--- config.mk ---
export PLATFORM = sky130hd
export DESIGN_NAME = event_trace_recorder
export DESIGN_NICKNAME = d
export VERILOG_FILES = /design/src/hdl/etr_pkg.sv /design/src/hdl/etr_front.sv /design/src/hdl/etr_back.sv /design/src/hdl/event_trace_recorder.sv
export SDC_FILE = /design/constraint.sdc
export NUM_CORES = 1
export LEC_CHECK = 0
export CAP_MARGIN = 20
export CORE_ASPECT_RATIO = 0.75
export CORE_MARGIN = 5
export CORE_UTILIZATION = 45
export CTS_CLUSTER_SIZE = 28
export DETAILED_ROUTE_END_ITERATION = 16
export DONT_BUFFER_PORTS = 1
export HOLD_SLACK_MARGIN = 0.03
export SYNTH_ARGS = -nofsm -noshare
export SYNTH_HDL_FRONTEND = slang
export SYNTH_SLANG_ARGS = --single-unit
--- constraint.sdc ---
create_clock -name clk -period 7.8 [get_ports clk]
set_clock_uncertainty 0.05 [all_clocks]
set_input_delay 0.39 -clock clk [delete_from_list [all_inputs] [get_ports clk]]
set_output_delay 0.39 -clock clk [all_outputs]
set_load 0.03 [all_outputs]
--- src/hdl/etr_pkg.sv ---
// etr_pkg: shared types, constants and helpers for the event trace recorder.
// No dependencies; imported by the front, back and top-level modules of the block.
package etr_pkg;

  localparam int unsigned REC_CAP    = 32768;
  localparam int unsigned CNT_W      = 16;
  localparam int unsigned IDX_W      = 15;
  localparam int unsigned CH_COUNT   = 16;
  localparam int unsigned CH_W       = 4;
  localparam int unsigned LVL_W      = 8;
  localparam int unsigned TIME_W     = 48;
  localparam int unsigned TICK_SHIFT = 4;
  localparam int unsigned ETICK_W    = TIME_W - TICK_SHIFT;
  localparam int unsigned TICK_W     = 27;
  localparam int unsigned WIN_MS_W   = 22;
  localparam int unsigned US_PER_MS  = 1000;
  localparam int unsigned ADDR_W     = 2;
  localparam int unsigned QDEPTH     = 2;

  localparam logic [WIN_MS_W-1:0] WIN_MS_RESET = WIN_MS_W'(1000);
  localparam logic [TICK_W-1:0]   TICK_MAX     = {TICK_W{1'b1}};
  localparam logic [ADDR_W-1:0]   REG_WINDOW   = ADDR_W'(0);

  typedef enum logic [2:0] {
    OP_SET    = 3'd0,
    OP_TOGGLE = 3'd1,
    OP_START  = 3'd2,
    OP_STOP   = 3'd3,
    OP_CLEAR  = 3'd4
  } op_t;

  // decoded item handed from front to back
  typedef struct packed {
    logic                is_set;
    logic                is_toggle;
    logic                is_start;
    logic                is_stop;
    logic                is_clear;
    logic                ch_ok;
    logic [CH_W-1:0]     channel;
    logic [LVL_W-1:0]    level;
    logic [TIME_W-1:0]   now_us;
  } item_t;

  typedef struct packed {
    logic                recorded;
    logic [IDX_W-1:0]    rec_index;
    logic [TICK_W-1:0]   rec_time;
    logic [CH_W-1:0]     rec_channel;
    logic [LVL_W-1:0]    rec_value;
    logic                full_res;
    logic                timed_out;
    logic                armed;
    logic [CH_COUNT-1:0] wide_channels;
  } res_t;

  // window in ms -> 16 us ticks, saturated
  function automatic logic [TICK_W-1:0] ms_to_ticks(input logic [WIN_MS_W-1:0] ms);
    logic [WIN_MS_W+9:0] us;
    logic [WIN_MS_W+9-TICK_SHIFT:0] t;
    begin
      us = ms * (WIN_MS_W+10)'(US_PER_MS);
      t  = us[WIN_MS_W+9:TICK_SHIFT];
      if (t > (WIN_MS_W+10-TICK_SHIFT)'(TICK_MAX)) begin
        ms_to_ticks = TICK_MAX;
      end else begin
        ms_to_ticks = t[TICK_W-1:0];
      end
    end
  endfunction

endpackage

--- src/hdl/etr_front.sv ---
// etr_front: accepts input transfers, decodes the operation and queues the
// decoded item for the back end. Depends on etr_pkg.
module etr_front import etr_pkg::*; (
  input  logic                clk,
  input  logic                rst,
  input  logic                in_valid,
  output logic                in_ready,
  input  logic [2:0]          in_op,
  input  logic [CH_W-1:0]     in_channel,
  input  logic [LVL_W-1:0]    in_level,
  input  logic [TIME_W-1:0]   in_now_us,
  output logic                q_valid,
  output item_t               q_item,
  input  logic                q_pop
);

  item_t            slot [QDEPTH];
  logic             wr_ptr;
  logic             rd_ptr;
  logic [1:0]       count;
  item_t            dec;
  logic             push;

  always_comb begin
    dec           = '0;
    dec.channel   = in_channel;
    dec.level     = in_level;
    dec.now_us    = in_now_us;
    dec.ch_ok     = (32'(in_channel) < CH_COUNT);
    case (in_op)
      OP_SET:    dec.is_set    = 1'b1;
      OP_TOGGLE: dec.is_toggle = 1'b1;
      OP_START:  dec.is_start  = 1'b1;
      OP_STOP:   dec.is_stop   = 1'b1;
      OP_CLEAR:  dec.is_clear  = 1'b1;
      default:   ;  // unknown codes only report status
    endcase
  end

  assign in_ready = (count < 2'(QDEPTH));
  assign push     = in_valid && in_ready;
  assign q_valid  = (count != 2'd0);
  assign q_item   = slot[rd_ptr];

  always_ff @(posedge clk) begin
    if (push) begin
      slot[wr_ptr] <= dec;
    end
  end

  always_ff @(posedge clk) begin
    if (rst) begin
      wr_ptr <= 1'b0;
      rd_ptr <= 1'b0;
      count  <= 2'd0;
    end else begin
      if (push) begin
        wr_ptr <= ~wr_ptr;
      end
      if (q_pop) begin
        rd_ptr <= ~rd_ptr;
      end
      case ({push, q_pop})
        2'b10:   count <= count + 2'd1;
        2'b01:   count <= count - 2'd1;
        default: ;
      endcase
    end
  end

endmodule

--- src/hdl/etr_back.sv ---
// etr_back: executes decoded items against the capture state and holds the
// result in an output register. Depends on etr_pkg.
module etr_back import etr_pkg::*; (
  input  logic              clk,
  input  logic              rst,
  input  logic              q_valid,
  input  item_t             q_item,
  output logic              q_pop,
  input  logic [TICK_W-1:0] win_cfg,
  output logic              out_valid,
  input  logic              out_ready,
  output res_t              out_res
);

  logic                capture_on, capture_on_next;
  logic [TIME_W-1:0]   start_time, start_time_next;
  logic [TICK_W-1:0]   window_ticks, window_ticks_next;
  logic [CNT_W-1:0]    entry_count, entry_count_next;
  logic [CH_COUNT-1:0] last_levels, last_levels_next;
  logic [CH_COUNT-1:0] wide_flags, wide_flags_next;
  res_t                res_next;

  logic [TIME_W-1:0]   diff;
  logic [ETICK_W-1:0]  elapsed;
  logic                hi_zero;
  logic                in_win;
  logic                below_win;
  logic                active;
  logic [CH_COUNT-1:0] mask;
  logic [LVL_W-1:0]    value;

  assign q_pop = q_valid && (!out_valid || out_ready);

  assign diff      = q_item.now_us - start_time;
  assign elapsed   = diff[TIME_W-1:TICK_SHIFT];
  assign hi_zero   = (elapsed[ETICK_W-1:TICK_W] == '0);
  assign in_win    = hi_zero && (elapsed[TICK_W-1:0] <= window_ticks);
  assign below_win = hi_zero && (elapsed[TICK_W-1:0] < window_ticks);
  assign mask      = CH_COUNT'(1) << q_item.channel;
  assign active    = (q_item.is_set || q_item.is_toggle) && capture_on && q_item.ch_ok
                     && (32'(entry_count) < REC_CAP);

  always_comb begin
    capture_on_next   = capture_on;
    start_time_next   = start_time;
    window_ticks_next = window_ticks;
    entry_count_next  = entry_count;
    last_levels_next  = last_levels;
    wide_flags_next   = wide_flags;
    res_next          = '0;
    value             = q_item.is_set ? q_item.level
                        : LVL_W'(((last_levels & mask) == '0) ? 1 : 0);

    if (active) begin
      if (in_win) begin
        res_next.recorded    = 1'b1;
        res_next.rec_index   = entry_count[IDX_W-1:0];
        res_next.rec_time    = elapsed[TICK_W-1:0];
        res_next.rec_channel = q_item.channel;
        res_next.rec_value   = value;
        entry_count_next     = entry_count + CNT_W'(1);
      end
      if (q_item.is_set) begin
        if (q_item.level > LVL_W'(1)) begin
          wide_flags_next = wide_flags | mask;
        end
        if (q_item.level != '0) begin
          last_levels_next = last_levels | mask;
        end else begin
          last_levels_next = last_levels & ~mask;
        end
      end else begin
        last_levels_next = last_levels ^ mask;
      end
    end

    if (q_item.is_start) begin
      entry_count_next  = '0;
      wide_flags_next   = '0;
      start_time_next   = q_item.now_us;
      capture_on_next   = 1'b1;
      window_ticks_next = win_cfg;
    end
    if (q_item.is_stop) begin
      capture_on_next = 1'b0;
    end
    if (q_item.is_clear) begin
      capture_on_next  = 1'b0;
      entry_count_next = '0;
      wide_flags_next  = '0;
    end

    res_next.full_res      = (32'(entry_count_next) == REC_CAP);
    res_next.armed         = capture_on_next;
    res_next.wide_channels = wide_flags_next;
    // a start makes elapsed zero, so it is timed out only for an empty window
    if (q_item.is_start) begin
      res_next.timed_out = (win_cfg == '0);
    end else begin
      res_next.timed_out = capture_on_next && !below_win;
    end
  end

  always_ff @(posedge clk) begin
    if (rst) begin
      capture_on   <= 1'b0;
      start_time   <= '0;
      window_ticks <= '0;
      entry_count  <= '0;
      last_levels  <= '0;
      wide_flags   <= '0;
      out_valid    <= 1'b0;
    end else begin
      if (q_pop) begin
        capture_on   <= capture_on_next;
        start_time   <= start_time_next;
        window_ticks <= window_ticks_next;
        entry_count  <= entry_count_next;
        last_levels  <= last_levels_next;
        wide_flags   <= wide_flags_next;
        out_valid    <= 1'b1;
      end else if (out_ready) begin
        out_valid <= 1'b0;
      end
    end
  end

  always_ff @(posedge clk) begin
    if (q_pop) begin
      out_res <= res_next;
    end
  end

endmodule

--- src/hdl/event_trace_recorder.sv ---
// Event trace recorder top level: stream ports, APB config register, and
// the front (decode + 2-entry queue) and back (execute + output register).
// An input transfer passes through the queue, then the back end's output register.
// Throughput: one queued item retired per cycle by the back end, unless m_tready stalls it.
// Reset (rst, synchronous): capture disarmed, counters and flags cleared, queue
// and output register empty, window_ms back to 1000. No clearing pass.
module event_trace_recorder import etr_pkg::*; (
  input  logic              clk,
  input  logic              rst,
  // input stream
  input  logic              s_tvalid,
  output logic              s_tready,
  input  logic [63:0]       s_tdata,   // channel[3:0], level[11:4], now_us[59:12], zero pad
  input  logic [2:0]        s_tuser,   // operation[2:0]
  // result stream
  output logic              m_tvalid,
  input  logic              m_tready,
  output logic [79:0]       m_tdata,   // rec_index[14:0], rec_time[41:15],
                                       // rec_channel[45:42], rec_value[53:46],
                                       // full_res[54], timed_out[55], armed[56],
                                       // wide_channels[72:57], zero pad
  output logic [0:0]        m_tuser,   // recorded[0]
  // configuration port
  input  logic              psel,
  input  logic              penable,
  input  logic              pwrite,
  input  logic [ADDR_W-1:0] paddr,
  input  logic [31:0]       pwdata,
  output logic [31:0]       prdata,
  output logic              pready
);

  logic [WIN_MS_W-1:0] window_ms;
  logic [TICK_W-1:0]   win_ticks;   // window_ms scaled to ticks at write time
  logic                cfg_wr;

  logic                q_valid;
  item_t               q_item;
  logic                q_pop;
  res_t                res;

  // ---------------------------------------------------------------------
  // Config: one register. The ms-to-tick multiply happens on the write so
  // the back end only copies the result at start.
  // ---------------------------------------------------------------------
  assign pready = 1'b1;
  assign cfg_wr = psel && penable && pwrite && pready && (paddr == REG_WINDOW);
  assign prdata = (paddr == REG_WINDOW) ? 32'(window_ms) : '0;

  always_ff @(posedge clk) begin
    if (rst) begin
      window_ms <= WIN_MS_RESET;
      win_ticks <= ms_to_ticks(WIN_MS_RESET);
    end else if (cfg_wr) begin
      window_ms <= pwdata[WIN_MS_W-1:0];
      win_ticks <= ms_to_ticks(pwdata[WIN_MS_W-1:0]);
    end
  end

  // ---------------------------------------------------------------------
  // Front: decode and queue
  // ---------------------------------------------------------------------
  etr_front u_front (
    .clk        (clk),
    .rst        (rst),
    .in_valid   (s_tvalid),
    .in_ready   (s_tready),
    .in_op      (s_tuser),
    .in_channel (s_tdata[3:0]),
    .in_level   (s_tdata[11:4]),
    .in_now_us  (s_tdata[59:12]),
    .q_valid    (q_valid),
    .q_item     (q_item),
    .q_pop      (q_pop)
  );

  // ---------------------------------------------------------------------
  // Back: execute against capture state, hold result until taken
  // ---------------------------------------------------------------------
  etr_back u_back (
    .clk       (clk),
    .rst       (rst),
    .q_valid   (q_valid),
    .q_item    (q_item),
    .q_pop     (q_pop),
    .win_cfg   (win_ticks),
    .out_valid (m_tvalid),
    .out_ready (m_tready),
    .out_res   (res)
  );

  // result packing, lowest field first
  assign m_tuser = res.recorded;
  assign m_tdata = {7'd0, res.wide_channels, res.armed, res.timed_out, res.full_res,
                    res.rec_value, res.rec_channel, res.rec_time, res.rec_index};

endmodule

After elaboration in Yosys (flattened, before gate mapping)
Memories as Yosys holds them, arrays and structs flattened. A register that Yosys moved wholly into a read port is not among the register bits.
Cells that the tools add are included.
- add/subtract/negate cells: 4
- multiply operators: 1
- magnitude comparators: 6
- equal/unequal tests: 7
- shift-type cells: 1
- mux-type cells: 32
- bitwise operators: 8
- reduce and logical (&&, ||, !) cells: 27
- operators with widths (operator ; count):
    16-bit 2-to-1 mux ; 11
    55-bit 2-to-1 mux ; 1
    48-bit subtractor ; 1
    16-bit AND ; 2
    16-bit bitwise OR ; 2
    22-bit by 7-bit multiplier with 29-bit output (second input constant) ; 1
    28-bit by 27-bit > comparator with 1-bit output (second input constant) ; 1
    27-bit less-or-equal comparator ; 1
    27-bit zero test ; 1
    27-bit less-than comparator ; 1
    27-bit 2-to-1 mux ; 1
    22-bit 2-to-1 mux ; 1
    17-bit zero test ; 1
    16-bit by 1-bit adder with 16-bit output (second input constant) ; 1
    16-bit == test (second input constant) ; 1
    16-bit zero test ; 1
    16-bit less-than comparator (second input constant) ; 1
    1-bit 2-to-1 mux ; 16
    16-bit inverter ; 1
    1-bit by 4-bit << shifter with 16-bit output (first input constant) ; 1
    16-bit bitwise XOR ; 1
    1-bit logical AND ; 10
    8-bit by 1-bit > comparator with 1-bit output (second input constant) ; 1
    8-bit 2-to-1 mux ; 1
    18 further kinds ; 26
- flip-flop bits (word level): 252
- memory bits (writable): 130
- input port bits: 108
- output and inout port bits: 116
- logic and storage cells: 108
- memories: 1
- memory list (memory ; words ; bits a word ; rd ports ; clocked after Yosys merged registers in ; write ports ; RTL line ; source):
    u_front.slot ; 2 ; 65 ; 1 ; 1 ; 1 ; etr_front.sv:17 ; item_t slot [QDEPTH];

Longest topological paths before layout
Gate-level depths: netlist of run 1.
- depth after elaboration: 8
- gate-level depth with buffers: 31

Cells and area by module
Synthesis of run 1 repeated with hierarchy kept, for this count alone.
- cells, all modules: 2465
- area total of the unflattened synthesis: 23321.1 µm²
- modules (own cells, without submodules) (module ; times used ; cells each ; area an instance (µm²) ; seq. area each (µm²)):
    etr_back ; 1 ; 1572 ; 12534.5 ; 4724.5
    event_trace_recorder ; 1 ; 662 ; 5850.6 ; 980.9
    etr_front ; 1 ; 231 ; 4936.0 ; 4003.8

Least setup slack after synthesis of run 1
No wires, ideal clock.
- path type: register to register
- start: register (tool-made name)
- end: register u_back.out_res[18] in the netlist's numbering (data pin)
- setup time: 0.169 ns
- arrival time: 5.971 ns
- required time: 7.581 ns
- setup slack: 1.610 ns
- cell stages (with the launch flop): 30
- cells stage by stage: dfxtp_1 -> buf_4 -> clkbuf_1 -> clkbuf_1 -> buf_1 -> mux2_2 -> ha_1 -> a21oi_2 -> o311ai_2 -> a211oi_1 -> nand3_1 -> a41oi_1 -> o21a_1 -> o21ai_0 -> a41o_1 -> xor2_1 -> ha_1 -> a21o_1 -> a21o_1 -> a21oi_1 -> o21ai_0 -> nor2_1 -> a31oi_1 -> nand2_1 -> nand2_1 -> or3_4 -> clkinv_2 -> mux2i_1 -> o41ai_1 -> nor4b_2
- RTL lines (element ; RTL line ; source):
    end signal: assignment ; etr_back.sv:130 ; out_res <= res_next;
    end: declaration ; etr_back.sv:12 ; output res_t out_res

==> results of run 1 <==
-- power groups by stage --
| stage | Clock (mW) | Combinational, mW | Sequential (mW) |
|---|---|---|---|
| after floorplan | 0 | 3.68 | 3.00 |
| final | 2.05 | 4.97 | 3.02 |
| after detailed placement | 0 | 4.87 | 3.07 |
| after CTS | 2.11 | 4.96 | 3.03 |
| after global placement | 0 | 4.81 | 3.06 |
| after global routing | 2.19 | 5.58 | 3.06 |
-- registers in the layout (all words and copies together) (netlist names), 2 cells and up, named ones only --
signal               cells
u_front.slot           130
u_back.out_res          74
u_back.start_time       48
u_back.window_ticks     27
win_ticks               27
window_ms               22
u_back.entry_count      16
u_back.wide_flags       16
u_front.count            2
-- worst max-delay path, cell delays in order (launching register included) --
cell	delay, ns
dfxtp_4	0.52
mux2_2	0.40
ha_1	0.38
a21oi_2	0.25
o311ai_2	0.15
a211oi_1	0.37
nand3_1	0.18
a41oi_1	0.34
o21a_1	0.22
o21ai_0	0.18
a41o_1	0.30
xor2_1	0.23
ha_1	0.20
a21o_1	0.11
a21o_1	0.11
a21oi_1	0.05
o21ai_0	0.28
nor2_1	0.08
a31oi_1	0.37
nand2_1	0.24
nand2_1	0.17
or3_4	0.27
clkinv_2	0.39
mux2i_1	0.22
o41ai_1	0.30
nor4b_2	0.23
-- how the worst max path moves through the flow --
stage,to,cells past startpoint,slack (ns)
floorplan,u_back.out_res[18]$_DFFE_PP_,29,1.61
global placement,u_back.out_res[18]$_DFFE_PP_,25,1.20
detailed placement,u_back.out_res[18]$_DFFE_PP_,25,1.14
CTS,u_back.out_res[18]$_DFFE_PP_,25,1.11
global route,u_back.out_res[18]$_DFFE_PP_,24,0.51
finish,u_back.out_res[18]$_DFFE_PP_,25,1.02
-- kinds of logic (layout without fill, tap and decap cells) --
kind of cell	after synthesis	count (layout)	share of synthesized area [%]
AOI/OAI and AO/OA	521	521	13.9
muxes	67	67	3.24
other	2	18	0.0331
buffers and inverters	326	384	5.78
xor gates and xnor gates	72	72	2.78
DFF	383	383	42.8
adders and majority gates	233	233	15.4
and+or+nand+nor	777	777	16.1
-- per-layer routing --
layer / GRT usage [%] / vias to the layer above
met3: 3.67 / 75
met4: 4.74 / 0
li1: - / 8330
met2: 32.2 / 466
met1: 31.3 / 8381
met5: 0 / -
-- area by class of cell --
type	count	area [um^2]	share of cell area, %
multi-input combinational	1688	11800	46.1
inverter	202	762	2.98
clock buffer	60	1220	4.78
clock inverter	18	213	0.833
tap	657	822	3.22
timing repair buffer	104	1040	4.07
sequential	383	9710	38.0
-- metrics by stage --
| step | util, % | cell area (um^2) |
|---|---|---|
| 2_1_floorplan | - | 22800 |
| 3_3_place_gp | 46.4 | 23200 |
| 3_5_place_dp | 46.4 | 23200 |
| 4_1_cts | 51.0 | 25500 |
| 5_1_grt | 51.1 | 25500 |
| 6_report | 51.1 | 25500 |
-- layout by cell type (no fill, tap or decap), drive strengths merged, types with 74 or more instances in the layout --
| cell | n |
|---|---|
| ha | 155 |
| nand2 | 321 |
| o21ai | 85 |
| dlygate4sd3 | 87 |
| inv | 207 |
| fa | 78 |
| nor2 | 174 |
| and2 | 74 |
| a21oi | 252 |
| edfxtp | 204 |
| dfxtp | 179 |
-- what timing repair did --
item / CTS / global route
resized for setup: 0 / 0
hold buffers: 88 / 0
setup buffers: 0 / 0
hold endpoints to repair: 309 / 0
==> impl_metrics.env, run 1 <==
export IMPL_clockRootBuffer="clkbuf_16"
export IMPL_met3_length_mm=3.73
export IMPL_numCtsBuffers=42
export IMPL_synth_area_per_cell_um2=9.53
export IMPL_crit_required_ns=8.16
export IMPL_highest_layer="met4"
export IMPL_p_sw_share_pct=44.3
export IMPL_post_route_period_util_pct=86.9
export IMPL_drtAntennaViolNets=0
export IMPL_dp_hpwl_mm=41.9
export IMPL_io_buffers=0
export IMPL_end_kind="flip-flop"
export IMPL_syn2layout_area_growth_pct=12.6
export IMPL_max_cap_violations=0
export IMPL_num_antenna_cells=0
export IMPL_totalPowerFinal_mw=10.0
export IMPL_syn_area_um2=22700
export IMPL_syn_instance_count=2381
export IMPL_grt_use_total_pct=21.0
export IMPL_overflow=0
export IMPL_drv_slew=0
export IMPL_status="finished, final reports clean"
export IMPL_max_clock_freq_ghz=0.148
export IMPL_fin_cells=3112
export IMPL_nets=2762
export IMPL_finalCriticalPeriod_ns=6.78
export IMPL_n_fill_cell=4597
export IMPL_post_drt_wl_per_cell_um=18.8
export IMPL_r2r_worst_path_cells=25
export IMPL_hold_viol_final=0
export IMPL_ys_ff_latch=383
export IMPL_synth_ff_type="edfxtp_1"
export IMPL_cts_buffer_depth=3
export IMPL_worst_pin_slew_ns=1.04
export IMPL_min_from="s_tuser[2]"
export IMPL_grt_max_degree=187
export IMPL_async_reset_ff_share_pct=0
export IMPL_synth_most_common_cell="nand2_1"
export IMPL_drt_pre_antenna_iters=5
export IMPL_r2r_setup_slack_ns=1.02
export IMPL_ios=224
export IMPL_relSlewSlack_pct=30.3
export IMPL_ys_top_cells_by_count="nand2_1, a21oi_1, edfxtp_1"
export IMPL_antenna_found_initial=5
export IMPL_drive_gt1_share_pct=6.76
export IMPL_start_util_pct=45.4
export IMPL_vias_per_cell=5.54
export IMPL_seqPwrFrac_pct=30.1
export IMPL_pwr_share_comb_pct=49.5
export IMPL_rows=71
export IMPL_worst_setup_path_type="reg2reg"
export IMPL_pre_cts_ws_ns=1.14
export IMPL_ys_warn_count=0
export IMPL_min_path_type="in2reg"
export IMPL_cts_tree="done"
export IMPL_drc=0
export IMPL_startpoint_type="flip-flop"
export IMPL_synth_edf_count=204
export IMPL_globalplace_congestion=0.903
export IMPL_peakVddDrop_mv=0.231
export IMPL_grt_pass1_wl_mm=93.9
export IMPL_setup_ws_ns=1.02
export IMPL_r2r_end="u_back.out_res[18]$_DFFE_PP_"
export IMPL_worstHoldEndpoint="u_front.slot[1][61]$_DFFE_PP_"
export IMPL_cts_sinks=383
export IMPL_vias=17252
export IMPL_yosysUniqueCellTypes=83
export IMPL_p_clk_share_pct=20.4
export IMPL_synth_top_area_share_pct=27.0
export IMPL_finalSetupTns_ns=0
export IMPL_wl_met1_mm=28.4
export IMPL_powerDensity_nw_per_um2=393
export IMPL_cp_max_fo=28
export IMPL_routed_wl_mm=58.5
export IMPL_grt_pass1_vias=16942
export IMPL_die_h_um=204
export IMPL_cp_arrival_ns=7.14
export IMPL_setup_viol=0
export IMPL_wl_met2_mm=25.4
export IMPL_die_w_um=269
export IMPL_synth_top_area_cell="edfxtp_1"
export IMPL_dp_cells=2945
export IMPL_dieArea_um2=55100
export IMPL_switchingPower_mw=4.46
export IMPL_htree_levels=2
export IMPL_synthTopCellsByArea="edfxtp_1, dfxtp_1, ha_1"
export IMPL_hold_path_depth=1
export IMPL_dr_first_iter_drc_count=1147
export IMPL_clk_transition_reported_paths_ns=0.06
export IMPL_cellLeakagePower_nw=9.50
export IMPL_clk_latency_ns=0.58
export IMPL_core_um2=50000
export IMPL_p_int_mw=5.59
export IMPL_rsz0062_at_grt="false"
export IMPL_seq_area_frac_synth_pct=42.8
export IMPL_hold_ws_ns=0.0833
(Power assumes the default switching activity.)
==> run 2, diff against run 1 <==
- PLACE_DENSITY: default -> 0.66
- SLEW_MARGIN: default -> 10
==> run 2 against run 1 <==
  * Die area unchanged
  * Sequential power hardly changed
  * Setup slack gained 0.14 ns
  * Clock power hardly changed
  * Cell count hardly changed
  * Global-route usage fell by 0.22 points
  * Routed wire length down 0.72%
  * Clock-buffer cell count decreased by 13
  * First-iteration DRC count down 0.87%
  * Highest routed layer unchanged
  * Critical path depth rose by 1
  * Sequential cell count is the same
==> impl_metrics.env, run 2 (synthesized netlist as in run 1, its figures left out) <==
export IMPL_drc=0
export IMPL_globalplace_congestion=0.879
export IMPL_htree_levels=2
export IMPL_nets=2766
export IMPL_use_met1_pct=29.9
export IMPL_placed_area_um2=23200
export IMPL_dp_hpwl_mm=42.7
export IMPL_overflow=0
export IMPL_post_drt_wl_per_cell_um=18.6
export IMPL_rows=71
export IMPL_clk_transition_reported_paths_ns=0.06
export IMPL_clockRootBuffer="clkbuf_16"
export IMPL_hold_ws_ns=0.160
export IMPL_fin_util_pct=51.0
export IMPL_cp_arrival_ns=7.07
export IMPL_grt_pass1_wl_mm=93.0
export IMPL_clk_latency_ns=0.58
export IMPL_vias=17243
export IMPL_final_cell_mix="nand2_1, a21oi_1, edfxtp_1"
export IMPL_die_w_um=269
export IMPL_finalCriticalPeriod_ns=6.64
export IMPL_core_um2=50000
export IMPL_cts_sinks=383
export IMPL_dieArea_um2=55100
export IMPL_max_cap_violations=0
export IMPL_dp_cells=2950
export IMPL_hold_viol_final=0
export IMPL_die_h_um=204
export IMPL_relSlewSlack_pct=35.6
export IMPL_grt_use_met2_pct=33.1
export IMPL_drv_slew=0
export IMPL_antenna_found_initial=2
export IMPL_cts_buffer_depth=3
export IMPL_dr_first_iter_drc_count=1137
export IMPL_cellLeakagePower_nw=9.49
export IMPL_start_util_pct=45.4
export IMPL_num_antenna_cells=0
export IMPL_grt_busiest_layer="met2"
export IMPL_grt_max_degree=187
export IMPL_cts_tree="done"
export IMPL_fin_cells=3115
export IMPL_vias_per_cell=5.54
export IMPL_min_path_type="in2reg"
export IMPL_drtAntennaViolNets=0
export IMPL_grt_pass1_vias=17062
export IMPL_n_fill_cell=4550
export IMPL_reg_top3="u_front.slot (130), u_back.out_res (74), u_back.start_time (48)"
export IMPL_syn2layout_area_growth_pct=12.5
export IMPL_worst_setup_path_type="reg2reg"
export IMPL_cp_max_fo=32
export IMPL_cp_common_cell="a21oi_1"
export IMPL_largest_reg_flops=130
export IMPL_fin_area_um2=25500
export IMPL_setup_viol=0
export IMPL_largest_register="u_front.slot"
export IMPL_setup_ws_ns=1.16
export IMPL_postCtsSetupRepairBufs=0
export IMPL_cts_resized=0
export IMPL_layout_commonest_cell="nand2_1"
export IMPL_end_kind="flip-flop"
export IMPL_grt_use_total_pct=20.8
export IMPL_max_clock_freq_ghz=0.151
export IMPL_max_stage_delay_ns=0.62
export IMPL_slowest_stage="dfxtp_4"
export IMPL_peakVddDrop_mv=0.180
export IMPL_post_route_period_util_pct=85.1
export IMPL_routed_wl_mm=58.0
export IMPL_finalSetupTns_ns=0
export IMPL_startpoint_type="flip-flop"
export IMPL_totalPowerFinal_mw=10.0
export IMPL_ios=224
export IMPL_io_buffers=0
export IMPL_crit_required_ns=8.23
export IMPL_numCtsBuffers=41
export IMPL_pre_cts_ws_ns=1.26
export IMPL_grt_util_met3_pct=3.58
export IMPL_drt_pre_antenna_iters=5
export IMPL_status="finished, final reports clean"
export IMPL_drive_gt1_share_pct=7.00
export IMPL_worst_pin_slew_ns=0.966
export IMPL_powerDensity_nw_per_um2=392
export IMPL_rsz0062_at_grt="false"
==> run 2: worst paths after layout <==
kind / slack (ns) / from / endpoint / cells after the start
worst max-delay path: 1.16 / flip-flop / u_back.entry_count[13]$_SDFFE_PP0P_ / 26
worst min-delay path: 0.16 / s_tvalid / u_front.slot[1][58]$_DFFE_PP_ / 1
worst max register to register: 1.16 / flip-flop / u_back.entry_count[13]$_SDFFE_PP0P_ / 26
worst min register to register: 0.40 / u_back.start_time[7]$_SDFFE_PP0P_ / u_back.start_time[7]$_SDFFE_PP0P_ / 2
==> run 2: power breakdown <==
group / switching [mW] / leakage [nW] / internal (mW)
clock: 0.893 / 0.668 / 1.13
sequential: 0.471 / 3.39 / 2.56
combinational: 3.11 / 5.43 / 1.86
total: 4.47 / 9.49 / 5.54
==> run 2: timing repair <==
item / 4_1_cts / 5_1_grt
hold buffers: 89 / 0
setup endpoints to repair: 0 / 0
hold endpoints to repair: 309 / 0
==> run 2: final cells by class <==
cell class	instances	area, um^2	share of cell area (%)
Tap cell	657	822	3.22
Timing Repair Buffer	109	1060	4.15
Sequential cell	383	9710	38.1
Multi-Input combinational cell	1688	11800	46.1
Clock buffer	47	1080	4.23
Clock inverter	29	328	1.28
Inverter	202	762	2.99
==> run 2: layer usage <==
layer / up-vias / part of all wire, %
li1: 8353 / -
met1: 8410 / 48
met2: 400 / 45
met3: 80 / 5.1
met4: 0 / 2.0
met5: - / 0
==> run 2: worst max-delay path: cells and delay by family, from the launching register on <==
kind | cells | cell delay (ns)
and+or+nand+nor | 7 | 1.61
adders and majority gates | 2 | 0.58
buffers and inverters | 2 | 0.42
xor gates and xnor gates | 1 | 0.18
DFF | 1 | 0.62
AOI/OAI and AO/OA | 13 | 2.69
muxes | 1 | 0.41
==> run 3, diff against run 2 <==
- ABC_AREA: default -> 1
==> run 3 against run 2 <==
  * Die area increased by 3.9%
  * Critical path depth increased by 3
  * Via count increased by 13%
  * Global-route usage increased by 2.4 points
  * Synthesized cell count increased by 23%
  * Highest routed layer unchanged
  * Sequential cell count unchanged
  * Cell area increased by 3.7%
  * Register-to-register slack improved by 0.03 ns
  * Clock-buffer cell count increased by 14
  * Synthesized area increased by 4.1%
==> impl_metrics.env, run 3 <==
export IMPL_status="finished, final reports clean"
export IMPL_globalplace_congestion=0.976
export IMPL_max_clock_freq_ghz=0.151
export IMPL_grt_pass1_wl_mm=105
export IMPL_dp_hpwl_mm=52.5
export IMPL_synthTopCellsByArea="edfxtp_1, dfxtp_1, nand2_1"
export IMPL_synth_ff_type="edfxtp_1"
export IMPL_worst_pin_slew_ns=1.10
export IMPL_clk_latency_ns=0.58
export IMPL_synth_most_common_cell="nand2_1"
export IMPL_numCtsBuffers=41
export IMPL_cts_resized=0
export IMPL_core_um2=51700
export IMPL_hold_path_depth=1
export IMPL_fin_util_pct=51.2
export IMPL_synth_area_per_cell_um2=8.06
export IMPL_drc=0
export IMPL_htree_levels=2
export IMPL_end_kind="flip-flop"
export IMPL_cts_tree="done"
export IMPL_drive_gt1_share_pct=5.10
export IMPL_finalCriticalPeriod_ns=6.61
export IMPL_routed_wl_mm=68.0
export IMPL_grt_max_degree=119
export IMPL_relSlewSlack_pct=26.7
export IMPL_largest_register="u_front.slot"
export IMPL_seq_area_frac_synth_pct=41.1
export IMPL_die_h_um=208
export IMPL_crit_required_ns=8.08
export IMPL_reg_top3="u_front.slot (130), u_back.out_res (74), u_back.start_time (48)"
export IMPL_antenna_found_initial=2
export IMPL_hold_viol_final=0
export IMPL_critPathTopFamily="simple AND/OR/NAND/NOR gates"
export IMPL_async_reset_ff_share_pct=0
export IMPL_nets=3328
export IMPL_synth_top_area_cell="edfxtp_1"
export IMPL_min_path_type="in2reg"
export IMPL_layout_commonest_cell="nand2_1"
export IMPL_ys_warn_count=0
export IMPL_max_stage_delay_ns=0.61
export IMPL_ys_ff_latch=383
export IMPL_n_fill_cell=4909
export IMPL_synth_top_area_share_pct=25.9
export IMPL_dieArea_um2=57200
export IMPL_ios=224
export IMPL_post_drt_wl_per_cell_um=18.3
export IMPL_drv_slew=0
export IMPL_start_util_pct=45.7
export IMPL_finalSetupTns_ns=0
export IMPL_vias_per_cell=5.24
export IMPL_overflow=0
export IMPL_dr_first_iter_drc_count=1672
export IMPL_yosysUniqueCellTypes=55
export IMPL_post_route_period_util_pct=84.7
export IMPL_cp_common_cell="nand2_1"
export IMPL_crit_buf_inv=4
export IMPL_die_w_um=275
export IMPL_cp_max_fo=33
export IMPL_syn_instance_count=2929
export IMPL_rows=72
export IMPL_setup_viol=0
export IMPL_clockRootBuffer="clkbuf_16"
export IMPL_final_cell_mix="nand2_1, inv_1, a21oi_1"
export IMPL_ys_top_cells_by_count="nand2_1, inv_1, a21oi_1"
export IMPL_synth_edf_count=204
export IMPL_crit_cells=29
export IMPL_syn2layout_area_growth_pct=12.1
export IMPL_worst_setup_path_type="reg2reg"
export IMPL_r2r_worst_path_cells=29
export IMPL_slowest_stage="xnor2_1"
export IMPL_grt_pass1_vias=18506
export IMPL_grt_use_total_pct=23.2
export IMPL_startpoint_type="flip-flop"
export IMPL_rsz0062_at_grt="false"
export IMPL_clk_transition_reported_paths_ns=0.06
export IMPL_largest_reg_flops=130
export IMPL_cts_sinks=383
export IMPL_cts_buffer_depth=3
export IMPL_drt_pre_antenna_iters=5
export IMPL_syn_area_um2=23600
export IMPL_io_buffers=0
export IMPL_drtAntennaViolNets=0
export IMPL_cp_arrival_ns=6.89
export IMPL_max_cap_violations=0
export IMPL_vias=19527
-- run 3: cell count changes after synthesis, sizes merged, moves of 31 or more --
cell	previous run	this run
nor2	174	282
nand3	38	75
mux2	48	0
a211oi	36	3
inv	201	503
and2	74	6
o21ai	85	202
nand2	321	649
xnor2	48	17
a21o	34	1
-- run 3: kinds of logic (layout without fill, tap and decap cells) --
group | after synthesis | in the layout | share of synthesized area [%]
other cells | 2 | 20 | 0.0318
simple gates | 1126 | 1126 | 20.3
flops | 383 | 383 | 41.1
compound gates | 522 | 522 | 11.6
xor+xnor | 52 | 52 | 1.93
buf+inv | 605 | 680 | 9.96
mux | 6 | 6 | 0.254
fa+ha+maj | 233 | 233 | 14.8
-- run 3: worst paths after layout --
path	from	to	slack (ns)
worst min register to register	u_front.rd_ptr$_SDFFE_PP0P_	flip-flop	0.40
worst max-delay path	flip-flop	u_back.out_res[18]$_DFFE_PP_	1.19
worst min-delay path	s_tuser[2]	u_front.slot[0][60]$_DFFE_PP_	0.07
worst max register to register	flip-flop	u_back.out_res[18]$_DFFE_PP_	1.19
-- run 3: area by class of cell --
class / instances / area [um^2] / area share (%)
Multi-Input combinational cell: 1957 / 11600 / 44.0
Sequential cell: 383 / 9710 / 36.7
Antenna cell: 2 / 5.00 / 0.0189
Clock buffer: 61 / 1140 / 4.31
Tap cell: 703 / 880 / 3.32
Inverter: 505 / 1900 / 7.17
Clock inverter: 15 / 213 / 0.803
Timing Repair Buffer: 99 / 978 / 3.70
-- run 3: repair_timing --
action,in CTS,in global routing
endpoints found under the hold margin,159,0
buffers inserted,0,0
setup endpoints to repair,0,0
hold buffers,83,0
-- run 3: metal layers --
metal / share of wire, % / global-route usage [%] / vias up
li1: - / - / 9567
met1: 50 / 36.6 / 9298
met2: 41 / 33.4 / 596
met3: 6.9 / 4.30 / 66
met4: 1.3 / 4.02 / 0
met5: 0 / 0 / -
-- run 3: worst reg2reg max path, delay by kind of cell (launching register included) --
kind	cells	cell delay, ns
and+or+nand+nor	22	3.53
buffers and inverters	4	1.21
adders and majority gates	2	0.63
xor gates and xnor gates	1	0.61
DFF	1	0.32
-- run 3: through the flow --
stage	setup slack [ns]	cells	instance area [um^2]	hold WS, ns
floorplan	2.91	2945	23700	0.376
global placement	1.49	3561	24200	0.377
detailed placement	1.46	3562	24200	0.393
CTS	1.43	3721	26400	0.0311
global route	0.778	3724	26500	0.0535
finish	1.19	3725	26500	0.0743
Power of run 3 is left out: the tool's default activity adds up to more than one toggle a clock period on the data nets, which glitch-free logic cannot reach.
